<file path="src/hdl/light_timed_door_controller_assert.svh">
// ----------------------------------------------------------------------------
// Door controller assertion macros
// Immediate-implication and next-cycle checks, compiled out with ASSERT_OFF.
// ----------------------------------------------------------------------------
`ifndef LIGHT_TIMED_DOOR_CONTROLLER_ASSERT_SVH
`define LIGHT_TIMED_DOOR_CONTROLLER_ASSERT_SVH

`ifndef ASSERT_OFF

`define LDC_ASSERT_IMP(lbl, clk, rst, ante, cons) \
  lbl: assert property (@(posedge clk) disable iff (rst) (ante) |-> (cons)) \
    else $error("door controller check failed");

`define LDC_ASSERT_NXT(lbl, clk, rst, ante, cons) \
  lbl: assert property (@(posedge clk) disable iff (rst) (ante) |=> (cons)) \
    else $error("door controller check failed");

`else

`define LDC_ASSERT_IMP(lbl, clk, rst, ante, cons)

`define LDC_ASSERT_NXT(lbl, clk, rst, ante, cons)

`endif

`endif

</file>
<file path="src/hdl/ldc_pkg.sv">
// ----------------------------------------------------------------------------
// Door controller package
// Field widths, codes, register indexes and shared types.
// ----------------------------------------------------------------------------
`default_nettype none

package ldc_pkg;

  localparam int ADC_W      = 10;
  localparam int WAIT_W     = 12;
  localparam int POS_W      = 16;
  localparam int CNT8_W     = 8;
  localparam int DAYCNT_W   = 13;
  localparam int CFG_IDX_W  = 3;
  localparam int CFG_DATA_W = 16;

  localparam int SEL_DIV     = 340;
  localparam int NUDGE_STEPS = 4;

  localparam logic [CFG_IDX_W-1:0] CFG_NIGHT_THR  = 3'd0;
  localparam logic [CFG_IDX_W-1:0] CFG_DAY_THR    = 3'd1;
  localparam logic [CFG_IDX_W-1:0] CFG_CHANGE     = 3'd2;
  localparam logic [CFG_IDX_W-1:0] CFG_OPEN_STEP  = 3'd3;
  localparam logic [CFG_IDX_W-1:0] CFG_CLOSE_STEP = 3'd4;
  localparam logic [CFG_IDX_W-1:0] CFG_SAFE_WAIT  = 3'd5;
  localparam logic [CFG_IDX_W-1:0] CFG_JAM_LIMIT  = 3'd6;

  localparam logic [1:0] SEL_OPEN  = 2'd0;
  localparam logic [1:0] SEL_AUTO  = 2'd1;
  localparam logic [1:0] SEL_CLOSE = 2'd2;
  localparam logic [1:0] SEL_NONE  = 2'd3;

  localparam logic [2:0] MODE_STOP = 3'd0;
  localparam logic [2:0] MODE_SAFE = 3'd1;
  localparam logic [2:0] MODE_AUTO = 3'd2;
  localparam logic [2:0] MODE_JAM  = 3'd3;

  localparam logic [1:0] DRIVE_STOP  = 2'd0;
  localparam logic [1:0] DRIVE_CLOSE = 2'd1;
  localparam logic [1:0] DRIVE_OPEN  = 2'd2;

  localparam logic [1:0] LED_OPEN   = 2'd0;
  localparam logic [1:0] LED_CLOSED = 2'd1;
  localparam logic [1:0] LED_FAULT  = 2'd2;

  localparam logic [1:0] FORCE_NONE = 2'd0;
  localparam logic [1:0] FORCE_ON   = 2'd1;
  localparam logic [1:0] FORCE_OFF  = 2'd2;

  typedef struct packed {
    logic [ADC_W-1:0]  night_threshold;
    logic [ADC_W-1:0]  day_threshold;
    logic [WAIT_W-1:0] change_wait;
    logic [POS_W-1:0]  open_step;
    logic [POS_W-1:0]  closed_step;
    logic [CNT8_W-1:0] safety_wait;
    logic [CNT8_W-1:0] jam_retry_limit;
  } cfg_t;

  typedef struct packed {
    logic             timer_phase;
    logic [ADC_W-1:0] light_sample;
    logic [ADC_W-1:0] selector_sample;
    logic [ADC_W-1:0] delay_sample;
    logic             open_switch;
    logic             closed_switch;
    logic             beam_clear;
    logic             encoder_pulse;
  } pass_in_t;

  typedef struct packed {
    logic [1:0]       motor_drive;
    logic             beam_enable;
    logic             encoder_enable;
    logic [2:0]       run_mode;
    logic             daytime;
    logic [1:0]       led_pattern;
    logic [1:0]       led_forced;
    logic [POS_W-1:0] door_step;
  } pass_out_t;

  // three-position switch reading to position code
  function automatic logic [1:0] selector_pos_of(input logic [ADC_W-1:0] s);
    logic [1:0] p;
    if (s < ADC_W'(SEL_DIV)) begin
      p = SEL_OPEN;
    end else if (s < ADC_W'(2 * SEL_DIV)) begin
      p = SEL_AUTO;
    end else if (s < ADC_W'(3 * SEL_DIV)) begin
      p = SEL_CLOSE;
    end else begin
      p = SEL_NONE;
    end
    return p;
  endfunction

endpackage

`default_nettype wire

</file>
<file path="src/hdl/ldc_if.sv">
// ----------------------------------------------------------------------------
// Door controller channels
// Valid/ready channels for control-loop passes and their results.
// ----------------------------------------------------------------------------
`default_nettype none

interface ldc_in_if;
  logic                     valid;
  logic                     ready;
  logic                     timer_phase;
  logic [ldc_pkg::ADC_W-1:0] light_sample;
  logic [ldc_pkg::ADC_W-1:0] selector_sample;
  logic [ldc_pkg::ADC_W-1:0] delay_sample;
  logic                     open_switch;
  logic                     closed_switch;
  logic                     beam_clear;
  logic                     encoder_pulse;

  modport source (
    output valid, timer_phase, light_sample, selector_sample, delay_sample,
           open_switch, closed_switch, beam_clear, encoder_pulse,
    input  ready
  );
  modport sink (
    input  valid, timer_phase, light_sample, selector_sample, delay_sample,
           open_switch, closed_switch, beam_clear, encoder_pulse,
    output ready
  );
endinterface

interface ldc_out_if;
  logic                     valid;
  logic                     ready;
  logic [1:0]               motor_drive;
  logic                     beam_enable;
  logic                     encoder_enable;
  logic [2:0]               run_mode;
  logic                     daytime;
  logic [1:0]               led_pattern;
  logic [1:0]               led_forced;
  logic [ldc_pkg::POS_W-1:0] door_step;

  modport source (
    output valid, motor_drive, beam_enable, encoder_enable, run_mode, daytime,
           led_pattern, led_forced, door_step,
    input  ready
  );
  modport sink (
    input  valid, motor_drive, beam_enable, encoder_enable, run_mode, daytime,
           led_pattern, led_forced, door_step,
    output ready
  );
endinterface

`default_nettype wire

</file>
<file path="src/hdl/light_timed_door_controller.sv">
// ----------------------------------------------------------------------------
// Light-timed door controller
// Channel    | dir | payload
// pass_in    | in  | timer phase, light/selector/delay samples, switches,
//            |     | beam, encoder pulse
// pass_out   | out | motor drive, enables, run mode, daytime, LEDs, step
// cfg_write  | in  | register write: cfg_index, cfg_data
//
// One transfer per clock on both channels while the result is not stalled;
// a pass is held in the input register and its result in the result register.
// The pass logic lies between the two registers.
// Reset is synchronous and active high; no clearing pass follows it.
// A stalled result holds in its register while the next pass waits in the
// input register.
// ----------------------------------------------------------------------------
`default_nettype none

`include "light_timed_door_controller_assert.svh"

module light_timed_door_controller #(
  parameter int STEP_WIDTH = 16
) (
  input  wire logic                           clk,
  input  wire logic                           rst,
  input  wire logic                           cfg_write,
  input  wire logic [ldc_pkg::CFG_IDX_W-1:0]  cfg_index,
  input  wire logic [ldc_pkg::CFG_DATA_W-1:0] cfg_data,
  ldc_in_if.sink                              pass_in,
  ldc_out_if.source                           pass_out
);

  ldc_pkg::cfg_t      cfg;
  ldc_pkg::pass_in_t  in_q;
  ldc_pkg::pass_out_t out_q;
  ldc_pkg::pass_out_t result;
  logic               in_v, out_v, fire;

  assign fire          = in_v && (!out_v || pass_out.ready);
  assign pass_in.ready = !in_v || fire;

  ldc_cfg u_cfg (
    .clk       (clk),
    .rst       (rst),
    .cfg_write (cfg_write),
    .cfg_index (cfg_index),
    .cfg_data  (cfg_data),
    .cfg       (cfg)
  );

  ldc_pass #(
    .STEP_WIDTH (STEP_WIDTH)
  ) u_pass (
    .clk    (clk),
    .rst    (rst),
    .load   (fire),
    .item   (in_q),
    .cfg    (cfg),
    .result (result)
  );

  always_ff @(posedge clk) begin
    if (rst) begin
      in_v <= 1'b0;
    end else if (pass_in.ready) begin
      in_v <= pass_in.valid;
    end
  end

  always_ff @(posedge clk) begin
    if (pass_in.valid && pass_in.ready) begin
      in_q.timer_phase     <= pass_in.timer_phase;
      in_q.light_sample    <= pass_in.light_sample;
      in_q.selector_sample <= pass_in.selector_sample;
      in_q.delay_sample    <= pass_in.delay_sample;
      in_q.open_switch     <= pass_in.open_switch;
      in_q.closed_switch   <= pass_in.closed_switch;
      in_q.beam_clear      <= pass_in.beam_clear;
      in_q.encoder_pulse   <= pass_in.encoder_pulse;
    end
  end

  always_ff @(posedge clk) begin
    if (rst) begin
      out_v <= 1'b0;
    end else if (fire) begin
      out_v <= 1'b1;
    end else if (pass_out.ready) begin
      out_v <= 1'b0;
    end
  end

  always_ff @(posedge clk) begin
    if (fire) begin
      out_q <= result;
    end
  end

  assign pass_out.valid          = out_v;
  assign pass_out.motor_drive    = out_q.motor_drive;
  assign pass_out.beam_enable    = out_q.beam_enable;
  assign pass_out.encoder_enable = out_q.encoder_enable;
  assign pass_out.run_mode       = out_q.run_mode;
  assign pass_out.daytime        = out_q.daytime;
  assign pass_out.led_pattern    = out_q.led_pattern;
  assign pass_out.led_forced     = out_q.led_forced;
  assign pass_out.door_step      = out_q.door_step;

  `LDC_ASSERT_NXT(a_in_hold, clk, rst, in_v && !fire, in_v && $stable(in_q))
  `LDC_ASSERT_NXT(a_fire_out, clk, rst, fire, out_v)
  `LDC_ASSERT_NXT(a_open_led, clk, rst, fire && in_q.open_switch, out_q.led_pattern == ldc_pkg::LED_OPEN)
  `LDC_ASSERT_IMP(a_run_enc, clk, rst, out_v && out_q.motor_drive != ldc_pkg::DRIVE_STOP, out_q.encoder_enable)

endmodule

`default_nettype wire

</file>
<file path="src/hdl/ldc_cfg.sv">
// ----------------------------------------------------------------------------
// Door controller configuration registers
// Write-only register file addressed by register index.
// ----------------------------------------------------------------------------
`default_nettype none

module ldc_cfg (
  input  wire logic                               clk,
  input  wire logic                               rst,
  input  wire logic                               cfg_write,
  input  wire logic [ldc_pkg::CFG_IDX_W-1:0]      cfg_index,
  input  wire logic [ldc_pkg::CFG_DATA_W-1:0]     cfg_data,
  output ldc_pkg::cfg_t                           cfg
);

  always_ff @(posedge clk) begin
    if (rst) begin
      cfg.night_threshold <= 10'd100;
      cfg.day_threshold   <= 10'd200;
      cfg.change_wait     <= 12'd300;
      cfg.open_step       <= 16'd0;
      cfg.closed_step     <= 16'd400;
      cfg.safety_wait     <= 8'd10;
      cfg.jam_retry_limit <= 8'd3;
    end else if (cfg_write) begin
      case (cfg_index)
        ldc_pkg::CFG_NIGHT_THR:  cfg.night_threshold <= cfg_data[ldc_pkg::ADC_W-1:0];
        ldc_pkg::CFG_DAY_THR:    cfg.day_threshold   <= cfg_data[ldc_pkg::ADC_W-1:0];
        ldc_pkg::CFG_CHANGE:     cfg.change_wait     <= cfg_data[ldc_pkg::WAIT_W-1:0];
        ldc_pkg::CFG_OPEN_STEP:  cfg.open_step       <= cfg_data[ldc_pkg::POS_W-1:0];
        ldc_pkg::CFG_CLOSE_STEP: cfg.closed_step     <= cfg_data[ldc_pkg::POS_W-1:0];
        ldc_pkg::CFG_SAFE_WAIT:  cfg.safety_wait     <= cfg_data[ldc_pkg::CNT8_W-1:0];
        ldc_pkg::CFG_JAM_LIMIT:  cfg.jam_retry_limit <= cfg_data[ldc_pkg::CNT8_W-1:0];
        default: ;
      endcase
    end
  end

endmodule

`default_nettype wire

</file>
<file path="src/hdl/ldc_daynight.sv">
// ----------------------------------------------------------------------------
// Door controller day/night detection
// Counted hysteresis on the light level, closing delay added toward night.
// ----------------------------------------------------------------------------
`default_nettype none

module ldc_daynight (
  input  wire logic                        clk,
  input  wire logic                        rst,
  input  wire logic                        load,
  input  wire logic                        tick,
  input  wire logic [ldc_pkg::ADC_W-1:0]   light,
  input  wire logic [ldc_pkg::ADC_W-1:0]   delay,
  input  wire ldc_pkg::cfg_t               cfg,
  output logic                             is_day_next
);

  localparam int CW = ldc_pkg::DAYCNT_W;

  logic [CW-1:0] night_count;
  logic [CW-1:0] day_count;
  logic          is_day;
  logic [CW-1:0] night_count_next;
  logic [CW-1:0] day_count_next;
  logic [CW-1:0] lim;
  logic [CW:0]   n;

  always_comb begin
    night_count_next = night_count;
    day_count_next   = day_count;
    is_day_next      = is_day;
    lim = CW'(cfg.change_wait) + CW'({delay, 2'b00});
    n   = '0;
    if (tick) begin
      if (light <= cfg.night_threshold) begin
        n = {1'b0, night_count} + 1'b1;
        day_count_next = '0;
        if (n > {1'b0, lim}) begin
          is_day_next = 1'b0;
          n = {1'b0, lim} + 1'b1;
        end
        night_count_next = n[CW-1:0];
      end else if (light >= cfg.day_threshold) begin
        n = {1'b0, day_count} + 1'b1;
        night_count_next = '0;
        if (n > (CW+1)'(cfg.change_wait)) begin
          is_day_next = 1'b1;
          n = (CW+1)'(cfg.change_wait) + 1'b1;
        end
        day_count_next = n[CW-1:0];
      end
    end
  end

  always_ff @(posedge clk) begin
    if (rst) begin
      night_count <= '0;
      day_count   <= '0;
      is_day      <= 1'b0;
    end else if (load) begin
      night_count <= night_count_next;
      day_count   <= day_count_next;
      is_day      <= is_day_next;
    end
  end

endmodule

`default_nettype wire

</file>
<file path="src/hdl/ldc_pass.sv">
// ----------------------------------------------------------------------------
// Door controller control pass
// Encoder count, second-tick work, limit switches and selector/mode logic.
// ----------------------------------------------------------------------------
`default_nettype none

module ldc_pass #(
  parameter int STEP_WIDTH = 16
) (
  input  wire logic          clk,
  input  wire logic          rst,
  input  wire logic          load,
  input  wire ldc_pkg::pass_in_t item,
  input  wire ldc_pkg::cfg_t cfg,
  output ldc_pkg::pass_out_t result
);

  localparam int CW = (STEP_WIDTH > ldc_pkg::POS_W) ? STEP_WIDTH : ldc_pkg::POS_W;
  localparam logic [STEP_WIDTH-1:0] STEP_MAX = '1;

  localparam logic [1:0] REQ_NONE  = 2'd0;
  localparam logic [1:0] REQ_OPEN  = 2'd1;
  localparam logic [1:0] REQ_CLOSE = 2'd2;
  localparam logic [1:0] REQ_STOP  = 2'd3;

  function automatic logic [STEP_WIDTH-1:0] pos_of(input logic [ldc_pkg::POS_W-1:0] v);
    logic [CW-1:0] w;
    w = CW'(v);
    if (w > CW'(STEP_MAX)) begin
      return STEP_MAX;
    end
    return STEP_WIDTH'(w);
  endfunction

  logic [STEP_WIDTH-1:0] step_count, prev_step_count;
  logic                  motor_dir_close, motor_running, jammed, jam_dir_close;
  logic [7:0]            jam_count, safety_count;
  logic [2:0]            mode;
  logic [1:0]            led_sel, selector_pos;
  logic                  second_pending, beam_en, enc_en;

  logic [STEP_WIDTH-1:0] step_count_next, prev_step_count_next;
  logic                  motor_dir_close_next, motor_running_next;
  logic                  jammed_next, jam_dir_close_next;
  logic [7:0]            jam_count_next, safety_count_next;
  logic [2:0]            mode_next;
  logic [1:0]            led_sel_next, selector_pos_next;
  logic                  second_pending_next, beam_en_next, enc_en_next;

  logic                  tick, is_day_next;
  logic [STEP_WIDTH-1:0] o_pos, c_pos, step_count_pre;
  logic [STEP_WIDTH:0]   up_sum;
  logic [7:0]            wait_done;
  logic [1:0]            req, led_force;

  assign tick      = item.timer_phase && second_pending;
  assign o_pos     = pos_of(cfg.open_step);
  assign c_pos     = pos_of(cfg.closed_step);
  assign wait_done = (cfg.safety_wait == 8'hFF) ? 8'hFF : cfg.safety_wait + 1'b1;

  ldc_daynight u_daynight (
    .clk         (clk),
    .rst         (rst),
    .load        (load),
    .tick        (tick),
    .light       (item.light_sample),
    .delay       (item.delay_sample),
    .cfg         (cfg),
    .is_day_next (is_day_next)
  );

  always_comb begin
    step_count_next      = step_count;
    prev_step_count_next = prev_step_count;
    motor_dir_close_next = motor_dir_close;
    motor_running_next   = motor_running;
    jammed_next          = jammed;
    jam_dir_close_next   = jam_dir_close;
    jam_count_next       = jam_count;
    safety_count_next    = safety_count;
    mode_next            = mode;
    led_sel_next         = led_sel;
    selector_pos_next    = selector_pos;
    second_pending_next  = !item.timer_phase;
    beam_en_next         = beam_en;
    enc_en_next          = enc_en;
    led_force            = ldc_pkg::FORCE_NONE;
    req                  = REQ_NONE;
    up_sum               = '0;

    // encoder step
    if (motor_running && item.encoder_pulse) begin
      if (motor_dir_close) begin
        if (step_count != STEP_MAX) step_count_next = step_count + 1'b1;
      end else if (step_count != '0) begin
        step_count_next = step_count - 1'b1;
      end
    end

    // one-second work
    if (tick) begin
      if (safety_count != 8'hFF) safety_count_next = safety_count + 1'b1;
      selector_pos_next = ldc_pkg::selector_pos_of(item.selector_sample);
      if (motor_running) begin
        if (step_count_next == prev_step_count) begin
          jammed_next        = 1'b1;
          jam_dir_close_next = motor_dir_close;
          led_sel_next       = ldc_pkg::LED_FAULT;
          if (jam_count != 8'hFF) jam_count_next = jam_count + 1'b1;
        end else begin
          jammed_next = 1'b0;
        end
      end
      prev_step_count_next = step_count_next;
    end

    // limit switches and travel range
    if (item.open_switch) begin
      step_count_next = o_pos;
      led_sel_next    = ldc_pkg::LED_OPEN;
      jammed_next     = 1'b0;
      jam_count_next  = '0;
    end else if (item.closed_switch) begin
      step_count_next = c_pos;
      led_sel_next    = ldc_pkg::LED_CLOSED;
      jammed_next     = 1'b0;
      jam_count_next  = '0;
    end
    if (step_count_next < o_pos) begin
      step_count_next = o_pos;
    end else if (step_count_next > c_pos) begin
      step_count_next = c_pos;
    end

    case (selector_pos_next)
      ldc_pkg::SEL_OPEN:  req = REQ_OPEN;
      ldc_pkg::SEL_CLOSE: req = REQ_CLOSE;
      ldc_pkg::SEL_AUTO: begin
        if (!item.beam_clear) begin
          mode_next         = ldc_pkg::MODE_SAFE;
          led_force         = ldc_pkg::FORCE_ON;
          safety_count_next = '0;
        end else if (jammed_next) begin
          mode_next = (jam_count_next < cfg.jam_retry_limit) ?
                      ldc_pkg::MODE_JAM : ldc_pkg::MODE_STOP;
        end else begin
          if (safety_count_next > cfg.safety_wait || safety_count_next == 8'hFF) begin
            safety_count_next = wait_done;
            mode_next         = ldc_pkg::MODE_AUTO;
          end
          led_force = ldc_pkg::FORCE_OFF;
        end
        case (mode_next)
          ldc_pkg::MODE_STOP: req = REQ_STOP;
          ldc_pkg::MODE_SAFE: begin
            if (!item.closed_switch) req = REQ_OPEN;
            else safety_count_next = wait_done;
          end
          ldc_pkg::MODE_AUTO: begin
            req = is_day_next ? REQ_OPEN : REQ_CLOSE;
            if (item.timer_phase) begin
              // nudge off a limit position that has no switch pressed
              up_sum = {1'b0, step_count_next} + (STEP_WIDTH+1)'(ldc_pkg::NUDGE_STEPS);
              if (step_count_next == o_pos && !item.open_switch) begin
                step_count_next = up_sum[STEP_WIDTH] ? STEP_MAX : up_sum[STEP_WIDTH-1:0];
              end else if (step_count_next == c_pos && !item.closed_switch) begin
                step_count_next = (c_pos < STEP_WIDTH'(ldc_pkg::NUDGE_STEPS)) ? '0 :
                                  c_pos - STEP_WIDTH'(ldc_pkg::NUDGE_STEPS);
              end
            end
          end
          ldc_pkg::MODE_JAM: req = jam_dir_close_next ? REQ_OPEN : REQ_CLOSE;
          default: ;
        endcase
      end
      default: ;
    endcase
  end

  // motor drive, evaluated on the position before any nudge
  logic drv_run, drv_dir, drv_beam, drv_enc;
  always_comb begin
    drv_run  = motor_running_next;
    drv_dir  = motor_dir_close_next;
    drv_beam = beam_en_next;
    drv_enc  = enc_en_next;
    case (req)
      REQ_OPEN: begin
        if (step_count_pre > o_pos) begin
          drv_enc = 1'b1; drv_run = 1'b1; drv_dir = 1'b0;
        end else begin
          drv_run = 1'b0; drv_enc = 1'b0;
        end
      end
      REQ_CLOSE: begin
        if (step_count_pre < c_pos) begin
          drv_beam = 1'b1; drv_enc = 1'b1; drv_run = 1'b1; drv_dir = 1'b1;
        end else begin
          drv_run = 1'b0; drv_beam = 1'b0; drv_enc = 1'b0;
        end
      end
      REQ_STOP: begin
        drv_run = 1'b0; drv_beam = 1'b0; drv_enc = 1'b0;
      end
      default: ;
    endcase
  end

  // clamped position ahead of the nudge
  always_comb begin
    step_count_pre = step_count;
    if (motor_running && item.encoder_pulse) begin
      if (motor_dir_close) begin
        if (step_count != STEP_MAX) step_count_pre = step_count + 1'b1;
      end else if (step_count != '0) begin
        step_count_pre = step_count - 1'b1;
      end
    end
    if (item.open_switch) begin
      step_count_pre = o_pos;
    end else if (item.closed_switch) begin
      step_count_pre = c_pos;
    end
    if (step_count_pre < o_pos) begin
      step_count_pre = o_pos;
    end else if (step_count_pre > c_pos) begin
      step_count_pre = c_pos;
    end
  end

  always_ff @(posedge clk) begin
    if (rst) begin
      step_count      <= '0;
      prev_step_count <= '0;
      motor_dir_close <= 1'b0;
      motor_running   <= 1'b0;
      jammed          <= 1'b0;
      jam_dir_close   <= 1'b0;
      jam_count       <= '0;
      safety_count    <= '0;
      mode            <= ldc_pkg::MODE_STOP;
      led_sel         <= ldc_pkg::LED_OPEN;
      selector_pos    <= ldc_pkg::SEL_OPEN;
      second_pending  <= 1'b0;
      beam_en         <= 1'b0;
      enc_en          <= 1'b0;
    end else if (load) begin
      step_count      <= step_count_next;
      prev_step_count <= prev_step_count_next;
      motor_dir_close <= drv_dir;
      motor_running   <= drv_run;
      jammed          <= jammed_next;
      jam_dir_close   <= jam_dir_close_next;
      jam_count       <= jam_count_next;
      safety_count    <= safety_count_next;
      mode            <= mode_next;
      led_sel         <= led_sel_next;
      selector_pos    <= selector_pos_next;
      second_pending  <= second_pending_next;
      beam_en         <= drv_beam;
      enc_en          <= drv_enc;
    end
  end

  always_comb begin
    result.motor_drive    = !drv_run ? ldc_pkg::DRIVE_STOP :
                            (drv_dir ? ldc_pkg::DRIVE_CLOSE : ldc_pkg::DRIVE_OPEN);
    result.beam_enable    = drv_beam;
    result.encoder_enable = drv_enc;
    result.run_mode       = mode_next;
    result.daytime        = is_day_next;
    result.led_pattern    = led_sel_next;
    result.led_forced     = led_force;
    result.door_step      = ldc_pkg::POS_W'(step_count_next);
  end

endmodule

`default_nettype wire

</file>
<file path="src/flat_wrapper.sv">
// flat-port wrapper written by rule: the top's interface ports become plain ports
module light_timed_door_controller_flat 
#(
  parameter int STEP_WIDTH = 16
)
  (clk, rst, cfg_write, cfg_index, cfg_data, pass_in_valid, pass_in_timer_phase, pass_in_light_sample, pass_in_selector_sample, pass_in_delay_sample, pass_in_open_switch, pass_in_closed_switch, pass_in_beam_clear, pass_in_encoder_pulse, pass_in_ready, pass_out_valid, pass_out_motor_drive, pass_out_beam_enable, pass_out_encoder_enable, pass_out_run_mode, pass_out_daytime, pass_out_led_pattern, pass_out_led_forced, pass_out_door_step, pass_out_ready);
  ldc_in_if pass_in_i ();
  ldc_out_if pass_out_i ();
  input  wire logic clk;
  input  wire logic rst;
  input  wire logic cfg_write;
  input  wire logic [ldc_pkg::CFG_IDX_W-1:0] cfg_index;
  input  wire logic [ldc_pkg::CFG_DATA_W-1:0] cfg_data;
  input wire logic [$bits(pass_in_i.valid)-1:0] pass_in_valid;
  input wire logic [$bits(pass_in_i.timer_phase)-1:0] pass_in_timer_phase;
  input wire logic [$bits(pass_in_i.light_sample)-1:0] pass_in_light_sample;
  input wire logic [$bits(pass_in_i.selector_sample)-1:0] pass_in_selector_sample;
  input wire logic [$bits(pass_in_i.delay_sample)-1:0] pass_in_delay_sample;
  input wire logic [$bits(pass_in_i.open_switch)-1:0] pass_in_open_switch;
  input wire logic [$bits(pass_in_i.closed_switch)-1:0] pass_in_closed_switch;
  input wire logic [$bits(pass_in_i.beam_clear)-1:0] pass_in_beam_clear;
  input wire logic [$bits(pass_in_i.encoder_pulse)-1:0] pass_in_encoder_pulse;
  output wire logic [$bits(pass_in_i.ready)-1:0] pass_in_ready;
  output wire logic [$bits(pass_out_i.valid)-1:0] pass_out_valid;
  output wire logic [$bits(pass_out_i.motor_drive)-1:0] pass_out_motor_drive;
  output wire logic [$bits(pass_out_i.beam_enable)-1:0] pass_out_beam_enable;
  output wire logic [$bits(pass_out_i.encoder_enable)-1:0] pass_out_encoder_enable;
  output wire logic [$bits(pass_out_i.run_mode)-1:0] pass_out_run_mode;
  output wire logic [$bits(pass_out_i.daytime)-1:0] pass_out_daytime;
  output wire logic [$bits(pass_out_i.led_pattern)-1:0] pass_out_led_pattern;
  output wire logic [$bits(pass_out_i.led_forced)-1:0] pass_out_led_forced;
  output wire logic [$bits(pass_out_i.door_step)-1:0] pass_out_door_step;
  input wire logic [$bits(pass_out_i.ready)-1:0] pass_out_ready;
  assign pass_in_i.valid = pass_in_valid;
  assign pass_in_i.timer_phase = pass_in_timer_phase;
  assign pass_in_i.light_sample = pass_in_light_sample;
  assign pass_in_i.selector_sample = pass_in_selector_sample;
  assign pass_in_i.delay_sample = pass_in_delay_sample;
  assign pass_in_i.open_switch = pass_in_open_switch;
  assign pass_in_i.closed_switch = pass_in_closed_switch;
  assign pass_in_i.beam_clear = pass_in_beam_clear;
  assign pass_in_i.encoder_pulse = pass_in_encoder_pulse;
  assign pass_in_ready = pass_in_i.ready;
  assign pass_out_valid = pass_out_i.valid;
  assign pass_out_motor_drive = pass_out_i.motor_drive;
  assign pass_out_beam_enable = pass_out_i.beam_enable;
  assign pass_out_encoder_enable = pass_out_i.encoder_enable;
  assign pass_out_run_mode = pass_out_i.run_mode;
  assign pass_out_daytime = pass_out_i.daytime;
  assign pass_out_led_pattern = pass_out_i.led_pattern;
  assign pass_out_led_forced = pass_out_i.led_forced;
  assign pass_out_door_step = pass_out_i.door_step;
  assign pass_out_i.ready = pass_out_ready;
  light_timed_door_controller #(.STEP_WIDTH(STEP_WIDTH)) u_core (.clk(clk), .rst(rst), .cfg_write(cfg_write), .cfg_index(cfg_index), .cfg_data(cfg_data), .pass_in(pass_in_i), .pass_out(pass_out_i));
endmodule
</file>
<file path="config.mk">
export PLATFORM = sky130hd
export DESIGN_NAME = light_timed_door_controller_flat
export DESIGN_NICKNAME = d
export VERILOG_FILES = /design/src/hdl/ldc_pkg.sv /design/src/hdl/ldc_if.sv /design/src/hdl/light_timed_door_controller.sv /design/src/hdl/ldc_cfg.sv /design/src/hdl/ldc_daynight.sv /design/src/hdl/ldc_pass.sv /design/src/flat_wrapper.sv
export VERILOG_INCLUDE_DIRS = /design/src /design/src/hdl
export SDC_FILE = /design/constraint.sdc
export NUM_CORES = 1
export LEC_CHECK = 0
export BUFFER_PORTS_ARGS = -buffer_cell sky130_fd_sc_hd__buf_4
export CORE_MARGIN = 10
export CORE_UTILIZATION = 46
export DETAILED_ROUTE_END_ITERATION = 16
export PLACE_DENSITY_LB_ADDON = 0.08
export REMOVE_ABC_BUFFERS = 1
export SETUP_SLACK_MARGIN = 0.2
export SKIP_CTS_REPAIR_TIMING = 1
export SLEW_MARGIN = 20
export SYNTH_ARGS = -nofsm -noshare
export SYNTH_HDL_FRONTEND = slang
export SYNTH_HIERARCHICAL = 1
export SYNTH_SLANG_ARGS = --single-unit
</file>
<file path="constraint.sdc">
create_clock -name clk -period 16 [get_ports clk]
set_input_delay 2.4 -clock clk [delete_from_list [all_inputs] [get_ports clk]]
set_output_delay 2.4 -clock clk [all_outputs]
set_load 0.02 [all_outputs]
</file>
==> qor.txt <==
OUTCOME
------------------------------------------------------------------------------------------
Status                                                                        finished, final reports clean

SETUP PATH
------------------------------------------------------------------------------------------
Cell repeated most along the worst path                                               ha_1
Highest-delay cell along the critical path                                         a31oi_1
Critical path class                                                             reg -> reg
Required time of the critical path                                                16.28 ns
Critical path endpoint category                                                   register
Critical Path Max Stage Delay                                                      0.85 ns
Crit path DAT                                                                     10.09 ns
Biggest fanout along the worst timing path                                              19
Worst setup SP type                                                               register

STA
------------------------------------------------------------------------------------------
Share of the clock period used by the worst path                                     61.3%
Final setup vio count                                                                    0
Maximum clock rate                                                               0.102 GHz
Remaining max-slew budget at the tightest pin                                        21.4%
Number of hold violations in the final report                                            0
Number of max-slew violations in the final report                                        0
Worst Max-Slew Pin Slew                                                            1.16 ns
Clock skew                                                                       0.0140 ns
RSZ-0062 raised after global routing                                                 false
Final worst slack                                                                  6.19 ns
Total negative slack for setup checks                                                 0 ns
Tmin final                                                                         9.81 ns

LAYOUT
------------------------------------------------------------------------------------------
Ant diodes                                                                               0
Number of nets in the final layout                                                   2,355
FILL cells                                                                           3,739
Final design instance area without fill                                         19,800 um2
Layout overhead on the synthesized area                                              10.7%
Register area                                                                     5260 um2
Share of post-route cells with drive strength above 1                                9.72%
Area used by multi-input combinational logic                                    11,700 um2

GRT
------------------------------------------------------------------------------------------
Pin count of the biggest net entering global routing                                    65
Global routing usage on met2                                                         36.0%
Total congestion overflow                                                                0
Global router's overall resource usage                                               22.5%
First-pass GRT wire length                                                         86.0 mm
Number of global-route vias before repair                                           15,193
Antenna violations before repair                                                         0
Met3 capacity usage during global routing                                            3.01%
Busiest grt layer                                                                     met2
Met1 track demand over resource in global routing                                    30.2%

DRT
------------------------------------------------------------------------------------------
Final routed wire length divided by cell count                                     20.6 um
WL final                                                                           55.3 mm
Drt first-iter violations                                                            1,387
Vias per inst                                                                         5.98
Total DRC errors in the routed layout                                                    0
Antenna-violating nets left                                                              0
Number of iterations in the first detailed-routing pass                                  6
Via count                                                                           16,083

PLACE
------------------------------------------------------------------------------------------
Gpl congestion                                                                       0.959
DPL Wire Length                                                                    42.0 mm
Cell Area, Placed                                                               18,800 um2
Count of input and output buffers                                                       86
Worst slack at placement                                                           6.46 ns

DIE
------------------------------------------------------------------------------------------
Die width                                                                           217 um
Area of the placeable core                                                      38,600 um2
Starting Density                                                                     46.4%
Die ar.                                                                         47,200 um2
Num rows                                                                                72
Number of ports placed on the die boundary                                              89
Vertical die dimension                                                              217 um

CTS
------------------------------------------------------------------------------------------
Clock edge transition at the registers on the reported setup and hold paths        0.05 ns
Number of buffers inserted during clock tree synthesis                                  28
Clk Tree Root Cell                                                               clkbuf_16
Clock sink total                                                                       232
Max clock buf depth                                                                      3
Latest clock arrival within the worst-skew pair                                    0.56 ns
Clock tree from TritonCTS                                                              yes
H-tree levels                                                                            1

POWER
------------------------------------------------------------------------------------------
Power Total                                                                        1.82 mW
Leakage component of the power                                                     8.08 nW
Maximum vdd drop                                                                 0.0862 mV
Power per unit of standard cell area                                           91.8 nW/um2

LOGIC SYNTHESIS
------------------------------------------------------------------------------------------
Synthesized instance count                                                           2,126
Post-synthesis average cell area                                                  8.42 um2
Total standard cell area after synthesis                                        17,900 um2
Yosys warning total                                                                      6

RUN
------------------------------------------------------------------------------------------
Max capacitance violation total                                                          0

WORST HOLD PATH
------------------------------------------------------------------------------------------
Path type of the worst min-delay path                                           reg -> reg

report_power, final:
part	switching [mW]	internal, mW	leakage, nW
combinational	0.303	0.186	5.63
clock	0.261	0.413	0.478
sequential	0.0260	0.631	1.97
registers in the layout, indices dropped and copies added, names as in the netlist, 2 cells and up:
register / cells
u_core/u_pass/jam_count: 8
u_core/pass_out.door_step: 16
u_core/pass_out.run_mode: 3
u_core/u_pass/prev_step_count: 16
u_core/u_pass/u_daynight/night_count: 13
u_core/pass_out.led_pattern: 2
u_core/in_q: 33
u_core/u_pass/safety_count: 8
u_core/u_cfg/cfg: 80
u_core/u_pass/mode: 3
u_core/u_pass/led_sel: 2
u_core/u_pass/u_daynight/day_count: 13
u_core/pass_out.motor_drive: 2
u_core/u_pass/step_count: 16
u_core/u_pass/selector_pos: 2
u_core/pass_out.led_forced: 2
per-stage QoR:
stage | hold slack, ns | std cells | utilization [%]
after global routing | 0.479 | 2688 | 51.4
after floorplan | 0.430 | 2009 | -
final | 0.464 | 2688 | 51.4
after global placement | 0.444 | 2637 | 48.9
after CTS | 0.466 | 2688 | 51.4
after detailed placement | 0.457 | 2637 | 48.9
worst paths after layout:
kind                               startpoint                             to  slack, ns  cells after the start
setup / recovery  u_core/u_pass/step_count[0]  u_core/pass_out.door_step[11]       6.19                     27
hold / removal           u_core/u_pass/enc_en           u_core/u_pass/enc_en       0.46                      2
setup reg to reg  u_core/u_pass/step_count[0]  u_core/pass_out.door_step[11]       6.19                     27
hold reg to reg          u_core/u_pass/enc_en           u_core/u_pass/enc_en       0.46                      2
per-layer routing:
metal | part of all wire (%) | vias to the layer above
li1 | - | 7874
met1 | 46 | 7589
met2 | 45 | 533
met3 | 6.0 | 87
met4 | 3.9 | 0
met5 | 0 | -
worst max-delay path, delay by kind of cell (launching register included):
kind,cells,cell delay [ns]
AO/OA/AOI/OAI,12,4.88
AND/OR/NAND/NOR,9,2.64
adder cells (fa/ha/maj),3,0.98
buffers and inverters,3,0.55
flip-flops,1,0.44
cell type report:
class                      count  share of cell area [%]
clock buffer                  41                    4.06
clock inverter                10                   0.833
inverter                     120                    2.27
multi-input combinational   1657                    58.9
sequential                   232                    26.5
tap                          518                    3.27
timing repair buffer         110                    4.17
cells in the final DEF (no fill, tap or decap), types with 10 or more instances in the layout:
cell type	count
nor2_1	192
dfxtp_1	171
nand2_1	152
ha_1	146
inv_1	117
mux2i_1	117
buf_4	110
a21oi_1	109
nand2b_1	98
xnor2_1	69
nand3_1	65
o21ai_0	64
edfxtp_1	61
nand4_1	52
nor3_1	51
a21o_1	34
and3_1	33
o21a_1	30
clkbuf_16	29
nor2b_1	24
a211oi_1	22
nor4_1	21
a31oi_1	19
o211ai_1	19
and2_1	19
a22oi_1	19
o31ai_1	18
a22o_1	17
or2_2	12
xor2_1	12
o22ai_1	11
nor3b_1	10
or4_1	10
and4_1	10
a221o_1	10
a311oi_1	10
o2bb2ai_1	10
(Power assumes the default switching activity.)
